File: src/rtl/nlr_pkg.sv
// Shared types and character constants for the number literal recognizer.
// No dependencies; imported by nlr_step, number_literal_recognizer and the testbench.
`timescale 1ns / 1ps
`default_nettype none

package nlr_pkg;

    localparam logic [7:0]  C_DOT       = 8'h2E;
    localparam logic [7:0]  C_PLUS      = 8'h2B;
    localparam logic [7:0]  C_MINUS     = 8'h2D;
    localparam logic [7:0]  C_LOWER_E   = 8'h65;
    localparam logic [7:0]  C_UPPER_E   = 8'h45;
    localparam logic [7:0]  C_ZERO      = 8'h30;
    localparam logic [7:0]  C_NINE      = 8'h39;
    localparam logic [15:0] C_COUNT_MAX = 16'hFFFF;

    // Scanner state carried from one character to the next.
    typedef struct packed {
        logic [7:0]  pend_char;
        logic        pend_valid;
        logic [7:0]  bef_char;
        logic        bef_valid;
        logic        scanning;
        logic [15:0] count;
        logic        point;
        logic        expo;
    } t_state;

    // One input character with its framing flags.
    typedef struct packed {
        logic [7:0] ch;
        logic       begin_number;
        logic       text_first;
        logic       text_last;
    } t_item;

    // Result of one step; have is set when a scan ended.
    typedef struct packed {
        logic        have;
        logic [15:0] length;
        logic        malformed;
        logic        point;
        logic        expo;
    } t_result;

endpackage

`default_nettype wire

File: src/rtl/nlr_step.sv
// Next-state and result logic of the scanner for one character.
// Depends on nlr_pkg for the state, item and result types.
`timescale 1ns / 1ps
`default_nettype none

module nlr_step
    import nlr_pkg::*;
(
    input  t_state  i_state,
    input  t_item   i_item,
    output t_state  o_state,
    output t_result o_result
);

    typedef struct packed {
        t_state  s;
        t_result r;
    } t_work;

    function automatic logic f_digit(input logic [7:0] c);
        f_digit = (c >= C_ZERO) && (c <= C_NINE);
    endfunction

    function automatic logic f_sign(input logic [7:0] c);
        f_sign = (c == C_PLUS) || (c == C_MINUS);
    endfunction

    function automatic logic f_is_e(input logic [7:0] c);
        f_is_e = (c == C_LOWER_E) || (c == C_UPPER_E);
    endfunction

    function automatic t_work f_bump(input t_work w);
        t_work v;
        v = w;
        if (v.s.count != C_COUNT_MAX) begin
            v.s.count = v.s.count + 16'd1;
        end
        f_bump = v;
    endfunction

    // Only the first ending in a step reports; later ones just close the scan.
    function automatic t_work f_emit(input t_work w, input logic err);
        t_work v;
        v = w;
        if (!v.r.have) begin
            v.r.have      = 1'b1;
            v.r.length    = err ? 16'd0 : v.s.count;
            v.r.malformed = err;
            v.r.point     = !err && v.s.point;
            v.r.expo      = !err && v.s.expo;
        end
        v.s.scanning   = 1'b0;
        v.s.pend_valid = 1'b0;
        f_emit = v;
    endfunction

    function automatic t_work f_stop(input t_work w, input logic [7:0] c);
        f_stop = f_emit(w, (c != C_DOT) && (w.s.count == 16'd0));
    endfunction

    function automatic t_work f_resolve(input t_work w, input logic has_next,
                                        input logic [7:0] nx);
        t_work      v;
        logic [7:0] p;
        logic       ok;
        v = w;
        p = w.s.pend_char;
        if (f_is_e(p)) begin
            ok = has_next && (f_digit(nx) || f_sign(nx));
        end else begin
            ok = has_next && f_digit(nx);
        end
        v.s.pend_valid = 1'b0;
        if (ok) begin
            if (p == C_DOT) begin
                v.s.point = 1'b1;
            end else if (f_is_e(p)) begin
                v.s.expo = 1'b1;
            end
            v = f_bump(v);
        end else begin
            v = f_stop(v, p);
        end
        f_resolve = v;
    endfunction

    // A dot, an e or a sign that may continue the number waits for its successor.
    function automatic t_work f_examine(input t_work w, input logic [7:0] c,
                                        input logic last);
        t_work v;
        logic  hold;
        logic  after_e;
        v       = w;
        hold    = 1'b0;
        after_e = w.s.expo && w.s.bef_valid && f_is_e(w.s.bef_char);
        if (f_digit(c)) begin
            v = f_bump(v);
        end else if (c == C_DOT) begin
            if (w.s.point || last) begin
                v = f_stop(v, c);
            end else begin
                hold = 1'b1;
            end
        end else if (f_is_e(c)) begin
            if (w.s.expo || !w.s.bef_valid || !f_digit(w.s.bef_char) || last) begin
                v = f_stop(v, c);
            end else begin
                hold = 1'b1;
            end
        end else if (f_sign(c)) begin
            if (!((w.s.count == 16'd0) || after_e) || last) begin
                v = f_stop(v, c);
            end else begin
                hold = 1'b1;
            end
        end else begin
            v = f_stop(v, c);
        end
        if (hold) begin
            v.s.pend_char  = c;
            v.s.pend_valid = 1'b1;
        end
        f_examine = v;
    endfunction

    always_comb begin
        t_work w;
        w.s = i_state;
        w.r = '0;

        if (i_item.text_first) begin
            if (w.s.scanning) begin
                if (w.s.pend_valid) begin
                    w = f_resolve(w, 1'b0, 8'd0);
                end
                if (w.s.scanning) begin
                    w = f_emit(w, 1'b0);
                end
            end
            w.s.bef_valid = 1'b0;
        end else if (w.s.scanning && w.s.pend_valid) begin
            w = f_resolve(w, 1'b1, i_item.ch);
        end

        if (i_item.begin_number) begin
            if (w.s.scanning) begin
                w = f_emit(w, 1'b0);
            end
            w.s.scanning   = 1'b1;
            w.s.pend_valid = 1'b0;
            w.s.count      = 16'd0;
            w.s.point      = 1'b0;
            w.s.expo       = 1'b0;
        end

        if (w.s.scanning) begin
            w = f_examine(w, i_item.ch, i_item.text_last);
        end

        w.s.bef_char  = i_item.ch;
        w.s.bef_valid = 1'b1;

        if (i_item.text_last && w.s.scanning) begin
            w = f_emit(w, 1'b0);
        end

        o_state  = w.s;
        o_result = w.r;
    end

endmodule

`default_nettype wire

File: src/rtl/number_literal_recognizer.sv
// Top level of the number literal recognizer: input register, scanner state, result register.
// Depends on nlr_pkg and nlr_step.
`timescale 1ns / 1ps
`default_nettype none

// The recognizer takes one character per clock cycle while o_stall is low and
// reports one result transaction when a number scan ends (length, dot and
// exponent flags, malformed flag); if two scans end on one character, only the
// first reports. A character is captured in an input register, judged by the
// scanner logic against the held state once the result register can take a
// result, and any result is loaded into the output register at the end of that
// cycle, which raises o_valid. The sustained rate is one character per cycle
// while the output is not stalled. While a result waits under i_stall, the next
// character is held in the input register and o_stall rises once that register is full.
module number_literal_recognizer
    import nlr_pkg::*;
(
    input  wire logic        i_clk,
    input  wire logic        i_rst_n,
    input  wire logic        i_valid,
    output logic             o_stall,
    input  wire logic [7:0]  i_ch,
    input  wire logic        i_begin_number,
    input  wire logic        i_text_first,
    input  wire logic        i_text_last,
    output logic             o_valid,
    input  wire logic        i_stall,
    output logic [15:0]      o_token_length,
    output logic             o_malformed,
    output logic             o_saw_point,
    output logic             o_saw_exponent
);

    t_state  r_state;
    t_state  n_state;
    t_item   r_in;
    logic    r_in_vld;
    logic    r_out_vld;
    t_result r_out;
    t_result w_res;
    logic    w_fire;

    nlr_step u_step (
        .i_state  (r_state),
        .i_item   (r_in),
        .o_state  (n_state),
        .o_result (w_res)
    );

    // The held character is processed whenever the result register can take a result.
    assign w_fire  = r_in_vld && !(r_out_vld && i_stall);
    assign o_stall = r_in_vld && !w_fire;

    always_ff @(posedge i_clk) begin
        if (i_valid && !o_stall) begin
            r_in.ch           <= i_ch;
            r_in.begin_number <= i_begin_number;
            r_in.text_first   <= i_text_first;
            r_in.text_last    <= i_text_last;
        end
        if (w_fire && w_res.have) begin
            r_out <= w_res;
        end
        if (!i_rst_n) begin
            r_in_vld  <= 1'b0;
            r_out_vld <= 1'b0;
            r_state   <= '0;
        end else begin
            if (i_valid && !o_stall) begin
                r_in_vld <= 1'b1;
            end else if (w_fire) begin
                r_in_vld <= 1'b0;
            end
            if (w_fire && w_res.have) begin
                r_out_vld <= 1'b1;
            end else if (!i_stall) begin
                r_out_vld <= 1'b0;
            end
            if (w_fire) begin
                r_state <= n_state;
            end
        end
    end

    assign o_valid        = r_out_vld;
    assign o_token_length = r_out.length;
    assign o_malformed    = r_out.malformed;
    assign o_saw_point    = r_out.point;
    assign o_saw_exponent = r_out.expo;

    a_malformed_empty : assert property (@(posedge i_clk) disable iff (!i_rst_n)
        o_valid && o_malformed |-> (o_token_length == 16'd0) && !o_saw_point
                                   && !o_saw_exponent)
        else $error("malformed result carries length or flags");

    a_pend_in_scan : assert property (@(posedge i_clk) disable iff (!i_rst_n)
        r_state.pend_valid |-> r_state.scanning)
        else $error("held character outside a scan");

    a_flags_need_count : assert property (@(posedge i_clk) disable iff (!i_rst_n)
        r_state.scanning && (r_state.count == 16'd0) |-> !r_state.point && !r_state.expo)
        else $error("dot or exponent flag with empty count");

    a_hold_when_blocked : assert property (@(posedge i_clk) disable iff (!i_rst_n)
        i_rst_n && r_out_vld && i_stall |=> $stable(r_state))
        else $error("scanner state moved while the result was stalled");

    // The digit before an e may lie outside the scan, so one character is the floor.
    a_exponent_length : assert property (@(posedge i_clk) disable iff (!i_rst_n)
        o_valid && o_saw_exponent |-> (o_token_length >= 16'd1))
        else $error("exponent reported on an empty number");

endmodule

`default_nettype wire

File: config.mk
export PLATFORM = sky130hd
export DESIGN_NAME = number_literal_recognizer
export DESIGN_NICKNAME = d
export VERILOG_FILES = /design/src/rtl/nlr_pkg.sv /design/src/rtl/nlr_step.sv /design/src/rtl/number_literal_recognizer.sv
export SDC_FILE = /design/constraint.sdc
export NUM_CORES = 1
export LEC_CHECK = 0
export BUFFER_PORTS_ARGS = -buffer_cell sky130_fd_sc_hd__buf_2
export CAP_MARGIN = 15
export CELL_PAD_IN_SITES_DETAIL_PLACEMENT = 1
export CELL_PAD_IN_SITES_GLOBAL_PLACEMENT = 1
export CORE_ASPECT_RATIO = 0.6
export CORE_MARGIN = 5
export CORE_UTILIZATION = 47
export DETAILED_ROUTE_END_ITERATION = 6
export PLACE_DENSITY = 0.91
export REMOVE_ABC_BUFFERS = 1
export SYNTH_ARGS = -nofsm -noshare
export SYNTH_HDL_FRONTEND = slang
export SYNTH_HIERARCHICAL = 1
export SYNTH_SLANG_ARGS = --single-unit
File: constraint.sdc
create_clock -name i_clk -period 5.9 [get_ports i_clk]
set_input_delay 0.295 -clock i_clk [delete_from_list [all_inputs] [get_ports i_clk]]
set_output_delay 0.295 -clock i_clk [all_outputs]
set_load 0.005 [all_outputs]
After elaboration in Yosys (flattened, before gate mapping)
Cells that the tools add are included.

storage, ports and cells
  register bits after elaboration = 69
  bits of input ports = 15
  output and inout port bits = 21
  logic and storage cells = 128

cells by class
  add/sub/neg operators = 2
  magnitude comparators = 4
  equal/unequal tests = 15
  multiplexer cells = 50
  reductions and logical operators = 39

operator list
  cell                                                  number
  two-way mux 49 bit                                    11
  two-way mux 57 bit                                    5
  two-way mux 39 bit                                    3
  two-way mux 19 bit                                    4
  two-way mux 16 bit                                    4
  == test 8 x 7 -> 1 bit (second input constant)        6
  adder 16 x 1 -> 16 bit (second input constant)        2
  == test 8 x 6 -> 1 bit (second input constant)        4
  zero test 16 bit                                      2
  != test 16 bit (second input constant)                2
  two-way mux 1 bit                                     21
  two-way mux 20 bit                                    1
  logical AND 1 bit                                     17
  >= comparator 8 x 6 -> 1 bit (second input constant)  2
  <= comparator 8 x 6 -> 1 bit (second input constant)  2
  != test 8 x 6 -> 1 bit (second input constant)        2
  logical OR 1 bit                                      11
  two-way mux 9 bit                                     1
  zero test 1 bit                                       8
  != test 2 x 1 -> 1 bit (second input constant)        1
  nonzero test 2 bit                                    1

Longest topological paths before layout
Gate-level depths: netlist of the first run.

  depth after elaboration = 33
  depth in mapped cells = 17
  depth with buffers taken out = 15

By module
The synthesis of the first run kept the hierarchy.

modules (own cells, without submodules)
  module                     times used  cells an instance  area each (um^2)  seq. area each (um^2)
  nlr_step                   1           424                2776.4            0.0
  number_literal_recognizer  1           200                2492.4            1681.6

Worst setup path before layout of the first run
No wires, ideal clock.

  kind = flip-flop to flip-flop
  start point = register r_in[9] in the netlist's numbering
  end point = register r_out, in the netlist o_malformed (enable)
  setup time = 0.401 ns
  data arrival time = 4.052 ns
  required time = 5.499 ns
  path slack = 1.447 ns
  cell stages (with the launch flop) = 17
  buffers on the path = 2
  period minus slack after synthesis = 4.453 ns
  cell sequence = edfxtp_1 -> nand4bb_4 -> nor4b_4 -> a21oi_2 -> buf_6 -> buf_6 -> nor3_4 -> mux2i_1 -> or2_2 -> ha_1 -> and4_1 -> nand4_1 -> o221ai_1 -> or3_1 -> o21ai_0 -> nand2_1 -> a21oi_1

RTL lines
  element               line                             source
  from (decl)           number_literal_recognizer.sv:36  t_item r_in;
  to (signal assigned)  number_literal_recognizer.sv:62  r_out <= w_res;
  to (decl)             number_literal_recognizer.sv:39  t_result r_out;

==> run metrics, run 1 <==
outcome=complete, no violations; total track usage=28.4%; CTS tree=built; drt wl/cell=25.0 um; io pins=36; NumNets Final=648; Buf/Inv on CP=2; RR Endpoint=o_token_length[15]$_DFFE_PP_; Leak=0.00196 uW; PD cells=213 mW/mm^2; CTS Buf Count=9; r2r setup slk=760 ps; Via density=6.76; fraction of layout cells with a size suffix above 1=16.1%; Cell Area, Synth=0.00527 mm^2; Starting Density=48.9%; max-slew violation count=0; post-synthesis cell type count=93; Final HPWL DP=13,900 um; antenna-violating nets left=0; logic gate share of total power=5.8%; Setup Crit Path Kind=reg -> reg; CTS root buffer=clkbuf_16; DR WL met3=2440 um; Hold Path Stages=1; Placer Congestion=0.989; clock skew=12.1 ps; Ant. Diodes=0; EDFF count, synth=30; CP max FO=12; Worst R2R Path Depth=14; fin crit share=87.0%; via count=5,223; Sink Count=69; CP max-delay cell=nor4_2; DR DRC count=0; asr flop ratio synth=0%; Worst Hold Path EP=r_in[1]$_DFFE_PP_; Routed WL=19,300 um; Seq/Total Area, Yosys=31.9%; Post-Syn Area per Cell=8.44 um^2; unrepaired setup endpoints after global routing=no; CTS resizes=0; Switching Fraction=25.1%; top_reg_cell synth=dfxtp_1; most frequent cells in the layout=121 x nand2_1, 43 x mux2i_1, 42 x nor2_1; Worst-path clk slew=60 ps; Most common cell on crit path=buf_4; Die H=92.0 um; synthesized netlist cell count=624; max_slew headroom=21.5%; global-route wire length before repair=29,800 um; Switching Power=305 uW; full die area=0.0135 mm^2; core area=0.0108 mm^2; vias in the first global route=5,089; CP cell instances=ha_1 > nand3_1 > nor4_2 > buf_4 > o31ai_1 > a21oi_1 > nor3_1 > nand4_1 > o221ai_1 > or3_1 > o21ai_0 > nand2_1 > a21oi_2 > buf_4; Final Hold Fails=0; setup bufs post-CTS=0; CP max stage delay=1030 ps; Cell Rows=29; maxcap violations=0; HP Start=i_text_first; crit end category=flop; Peak VDD IR=0.000150 V; largest net degree at the start of global routing=77; minimum clock period after layout=5140 ps; setup violators final=0; P_int=911 uW; first drt pass iteration count=6; Arrival @ worst endpoint=5170 ps; M1 WL=8550 um; Clk pwr share=51.3%; Final Hold Slack=127 ps; Area Overhead vs Synth=8.10%; CP delay by family, top=simple AND/OR/NAND/NOR gates; insertion delay to the later sink of the worst-skew pair=350 ps; register bit count reported by yosys=69; Sum Neg Setup Slack=0 ps; initial antenna violation count=0; met2 WL=8030 um; f_max=0.195 GHz; Worst Hold Class=in -> reg; highest metal used=met4; Congestion Overflow GR=0; startpoint types=flop; Port Buffers=35; Seq pwr share=42.9%; DRT iter0 DRCs=677; commonest non-fill, non-tap cell in the layout=nand2_1; r2r startpoint=r_state[3]$_SDFFE_PN0P_; CTS H-tree lvls=3; Die W=147 um; WP data required=5940 ps; synth warn=6; Least-Margin Pin Slew=1170 ps; Clock Path Buffers=2; Hold Buf Count CTS=0
## layer usage
| metal | track usage, % | vias to the layer above |
|---|---|---|
| met5 | 0 | - |
| met4 | 6.03 | 0 |
| met2 | 41.6 | 332 |
| li1 | - | 2310 |
| met3 | 8.67 | 41 |
| met1 | 41.0 | 2540 |
## registers in the layout, indices dropped and copies added (netlist names)
| name | flops |
|---|---|
| o_malformed | 1 |
| o_saw_exponent | 1 |
| o_saw_point | 1 |
| o_token_length | 16 |
| o_valid | 1 |
| r_in | 11 |
| r_in_vld | 1 |
| r_state | 37 |
## synthesized netlist by cell type (all sizes together), types with 7 or more instances
cell type	instances	area share [%]
dfxtp	39	15
mux2	9	1.9
nor3	20	2.4
nand4	16	1.9
xnor2	14	2.5
nand3	23	2.5
edfxtp	30	17
and2	7	0.83
a31oi	8	0.95
mux2i	43	8.2
a21oi	28	2.8
nand2	121	8.6
inv	9	0.64
or2	7	0.83
nor4	17	2.8
buf	28	4.6
and3	12	1.4
nor2	42	3.0
clkbuf	20	1.4
o21ai	28	2.9
## stage by stage
| step | instances | area (um^2) | total power [uW] | utilization [%] | worst slack (ps) |
|---|---|---|---|---|---|
| detailed placement | 757 | 5370 | 600 | 49.8 | 1100 |
| finish | 773 | 5700 | 1220 | 52.9 | 764 |
| CTS | 773 | 5700 | 1220 | 52.9 | 1000 |
| global placement | 757 | 5370 | 595 | 49.8 | 1200 |
| floorplan | 576 | 4950 | 566 | - | 1320 |
| global route | 773 | 5700 | 1250 | 52.9 | 634 |
## how the worst max path moves through the flow
stage                            startpoint                      endpoint  slack (ps)  depth (start not counted)
finish              r_state[3]$_SDFFE_PN0P_  o_token_length[15]$_DFFE_PP_         760                         14
CTS                 r_state[3]$_SDFFE_PN0P_   o_token_length[2]$_DFFE_PP_        1000                         14
detailed placement        r_in[4]$_DFFE_PP_   o_token_length[2]$_DFFE_PP_        1100                         16
floorplan           r_state[2]$_SDFFE_PN0P_         o_malformed$_DFFE_PP_        1320                         14
global placement          r_in[5]$_DFFE_PP_   o_token_length[2]$_DFFE_PP_        1200                         16
global route        r_state[3]$_SDFFE_PN0P_   o_token_length[9]$_DFFE_PP_         630                         14
## cell families (layout without fill, tap and decap cells)
kind of cell	count (synthesis)	count (layout)	synth area share, %
simple gates	305	305	31.3
compound gates	120	120	16.4
flops	69	69	31.9
buf+inv	58	68	6.72
mux	52	52	10.1
xor+xnor	15	15	2.64
fa+ha+maj	4	4	0.950
other cells	1	1	0.0712
## layout make-up
cell class                      instances  area, um^2
Fill cell                            1286        5080
Clock inverter                          7         105
Tap cell                              139         174
Sequential cell                        69        1680
Clock buffer                            9         225
Multi-Input combinational cell        497        3240
Timing Repair Buffer                   42         228
Inverter                               10        37.5
## worst reg2reg max path: stages (launching register included)
cell and delay [ps]:
dfxtp_1 450, ha_1 270, nand3_1 170, nor4_2 1030, buf_4 270, o31ai_1 110, a21oi_1 500, nor3_1 140
nand4_1 220, o221ai_1 200, or3_1 370, o21ai_0 100, nand2_1 110, a21oi_2 530, buf_4 350
## power by group through the flow
stage          clock, uW  sequential [uW]  combinational (uW)
4_1_cts              629              521                69.6
5_1_grt              650              522                75.4
3_5_place_dp           0              531                68.8
3_3_place_gp           0              530                65.3
2_1_floorplan          0              530                35.9
6_report             623              521                70.5
Power figures use the tool's default switching activity.
==> inputs of run 2 (changes only) <==
--- a/config.mk
+++ b/config.mk
@@ -14,6 +14,7 @@
 export CORE_UTILIZATION = 47
 export DETAILED_ROUTE_END_ITERATION = 6
 export PLACE_DENSITY = 0.91
+export RECOVER_POWER = 25
 export REMOVE_ABC_BUFFERS = 1
 export SYNTH_ARGS = -nofsm -noshare
 export SYNTH_HDL_FRONTEND = slang
==> run 2 against run 1 <==
Compared with the run above: the flow now finishes with violations (max-capacitance violations, max-slew violations); cell count stayed put; first-iteration DRC count is 4.4% higher; flip-flop and latch count stayed put; sequential power hardly changed; non-clock buffer count stayed put; routed wire length hardly changed; sequential share of layout area is 0.11 points higher; worst hold slack worse by 2.0 ps; worst setup slack better by 73 ps; clock power hardly changed; critical path depth stayed put; clock-buffer cell count stayed put.
==> run metrics, run 2 (synthesis results as in run 1) <==
Peak VDD IR=0.000151 V (+0.37%); r2r startpoint=r_state[3]$_SDFFE_PN0P_; core area=0.0108 mm^2 (unchanged); CTS H-tree lvls=3 (unchanged); CP cell instances=ha_1 > nand3_1 > nor4_2 > buf_4 > o31ai_1 > a21oi_1 > nor3_1 > nand4_1 > o221ai_1 > or3_1 > o21ai_0 > nand2_1 > a21oi_2 > buf_4; max_slew headroom=-113% (-130 points); Area Overhead vs Synth=7.69%; WP data required=5940 ps (about the same); drt wl/cell=25.0 um (about the same); Largest register FFs=37 (unchanged); Die W=147 um (unchanged); Least-Margin Pin Slew=3200 ps (+2030 ps); Crit. path cell count=14 (unchanged); Hold Buf Count CTS=0 (unchanged); fraction of layout cells with a size suffix above 1=13.7% (-2.4 points); GR Util met3=8.67% (unchanged); CTS Buf Count=9 (unchanged); worst setup path startpoint=r_state[3]$_SDFFE_PN0P_; CP delay by family, top=simple AND/OR/NAND/NOR gates; Worst Setup EP=o_token_length[15]$_DFFE_PP_; Filler cells=1,292 (+0.47%); most frequent cells in the layout=121 x nand2_1, 43 x mux2i_1, 42 x nor2_1; initial antenna violation count=0 (unchanged); NumNets Final=648 (unchanged); Routed WL=19,300 um (about the same); Die H=92.0 um (unchanged); startpoint types=flop; full die area=0.0135 mm^2 (unchanged); PD cells=214 mW/mm^2 (+0.19%); CTS resizes=0 (unchanged); antenna-violating nets left=0 (unchanged); Final HPWL DP=13,900 um (unchanged); max-slew violation count=77 (+77); Final Hold Fails=0 (unchanged); minimum clock period after layout=5060 ps (-73.0 ps); Ant. Diodes=0 (unchanged); fin util=52.7% (-0.20 points); Setup Crit Path Kind=reg -> reg; Buf/Inv on CP=2 (unchanged); Cell Rows=29 (unchanged); setup violators final=0 (unchanged); Arrival @ worst endpoint=5100 ps (-70 ps); Congestion Overflow GR=0 (unchanged); commonest non-fill, non-tap cell in the layout=nand2_1; Via density=6.84 (+1.3%); CP max stage delay=990 ps (-40 ps); outcome=finished with violations; crit end category=flop; Sink Count=69 (unchanged); Power Total=1210 uW (-0.18%); f_max=0.198 GHz (+1.4%); gr busiest metal=met2; final setup margin=837 ps (+73.0 ps); global-route wire length before repair=29,800 um (unchanged); Worst-path clk slew=60 ps (about the same); Starting Density=48.9% (unchanged); CTS tree=built; total track usage=28.4% (unchanged); largest net degree at the start of global routing=77 (unchanged); insertion delay to the later sink of the worst-skew pair=350 ps (about the same); Placer Congestion=0.989 (unchanged); Biggest register=r_state; clock skew=10.2 ps (-1.90 ps); first drt pass iteration count=6 (unchanged); Sum Neg Setup Slack=0 ps (unchanged); Leak=0.00191 uW (-2.7%); CTS root buffer=clkbuf_16; met2 usage=41.6% (unchanged); Clock Path Buffers=2 (unchanged); maxcap violations=1 (+1); unrepaired setup endpoints after global routing=no; r2r setup slk=840 ps (+70 ps); vias in the first global route=5,089 (unchanged); Worst R2R Path Depth=14 (unchanged); final cell count without fillers=773 (unchanged); DR DRC count=0 (unchanged); violated checks=max-capacitance violations, max-slew violations; Worst Hold Class=in -> reg; RR Endpoint=o_token_length[15]$_DFFE_PP_; routing usage on met1=41.0% (unchanged); DP Cell Count=757 (unchanged); setup bufs post-CTS=0 (unchanged); via count=5,291 (+1.3%); Port Buffers=35 (unchanged); Worst Setup Slack post-DPL=1100 ps (unchanged); io pins=36 (unchanged); fin crit share=85.8% (-1.2 points); Most common cell on crit path=buf_4; CP max FO=12 (unchanged); CP max-delay cell=nor4_2; DRT iter0 DRCs=707 (+4.4%)
-- run 2: cell types whose count changed in the layout (fill, tap and decap cells not counted) --
cell,previous run,this run
clkbuf_1,0,15
buf_2,35,21
buf_4,7,6
-- run 2: worst min path at each step --
stage / startpoint / endpoint / slack (ps) / cells past startpoint
after global placement: r_state[20]$_SDFFE_PN0P_ / r_state[20]$_SDFFE_PN0P_ / 440 / 2
after detailed placement: r_state[27]$_SDFFE_PN0P_ / r_state[27]$_SDFFE_PN0P_ / 460 / 2
after CTS: i_text_first / r_in[1]$_DFFE_PP_ / 120 / 1
final: i_text_first / r_in[1]$_DFFE_PP_ / 130 / 1
after floorplan: i_text_last / r_in[0]$_DFFE_PP_ / 390 / 0
after global routing: i_ch[7] / r_in[10]$_DFFE_PP_ / 110 / 1
-- run 2: routing by layer --
metal  wire length (um)  vias to the layer above
met1               8560                     2584
met5                  0                        -
met2               7960                      353
li1                   -                     2305
met3               2470                       49
met4                343                        0
-- run 2: stage by stage --
stage | hold WS, ps | cell area, um^2
after floorplan | 394 | 4950
after global placement | 440 | 5370
after detailed placement | 459 | 5370
after CTS | 118 | 5700
after global routing | 109 | 5670
final | 125 | 5670
-- run 2: area by class of cell --
type | instances | area [um^2] | share of cell area, %
Timing Repair Buffer | 42 | 206 | 3.64
Clock inverter | 7 | 105 | 1.85
Multi-Input combinational cell | 497 | 3240 | 57.2
Inverter | 10 | 37.5 | 0.662
Tap cell | 139 | 174 | 3.07
Clock buffer | 9 | 225 | 3.97
Sequential cell | 69 | 1680 | 29.6
-- run 2: where the power goes --
part           total [uW]  internal, uW  leakage (uW)  switching (uW)
logic                70.1          23.5       0.00112            46.6
clock network         621           377      0.000159             244
registers             522           509      0.000622            12.1
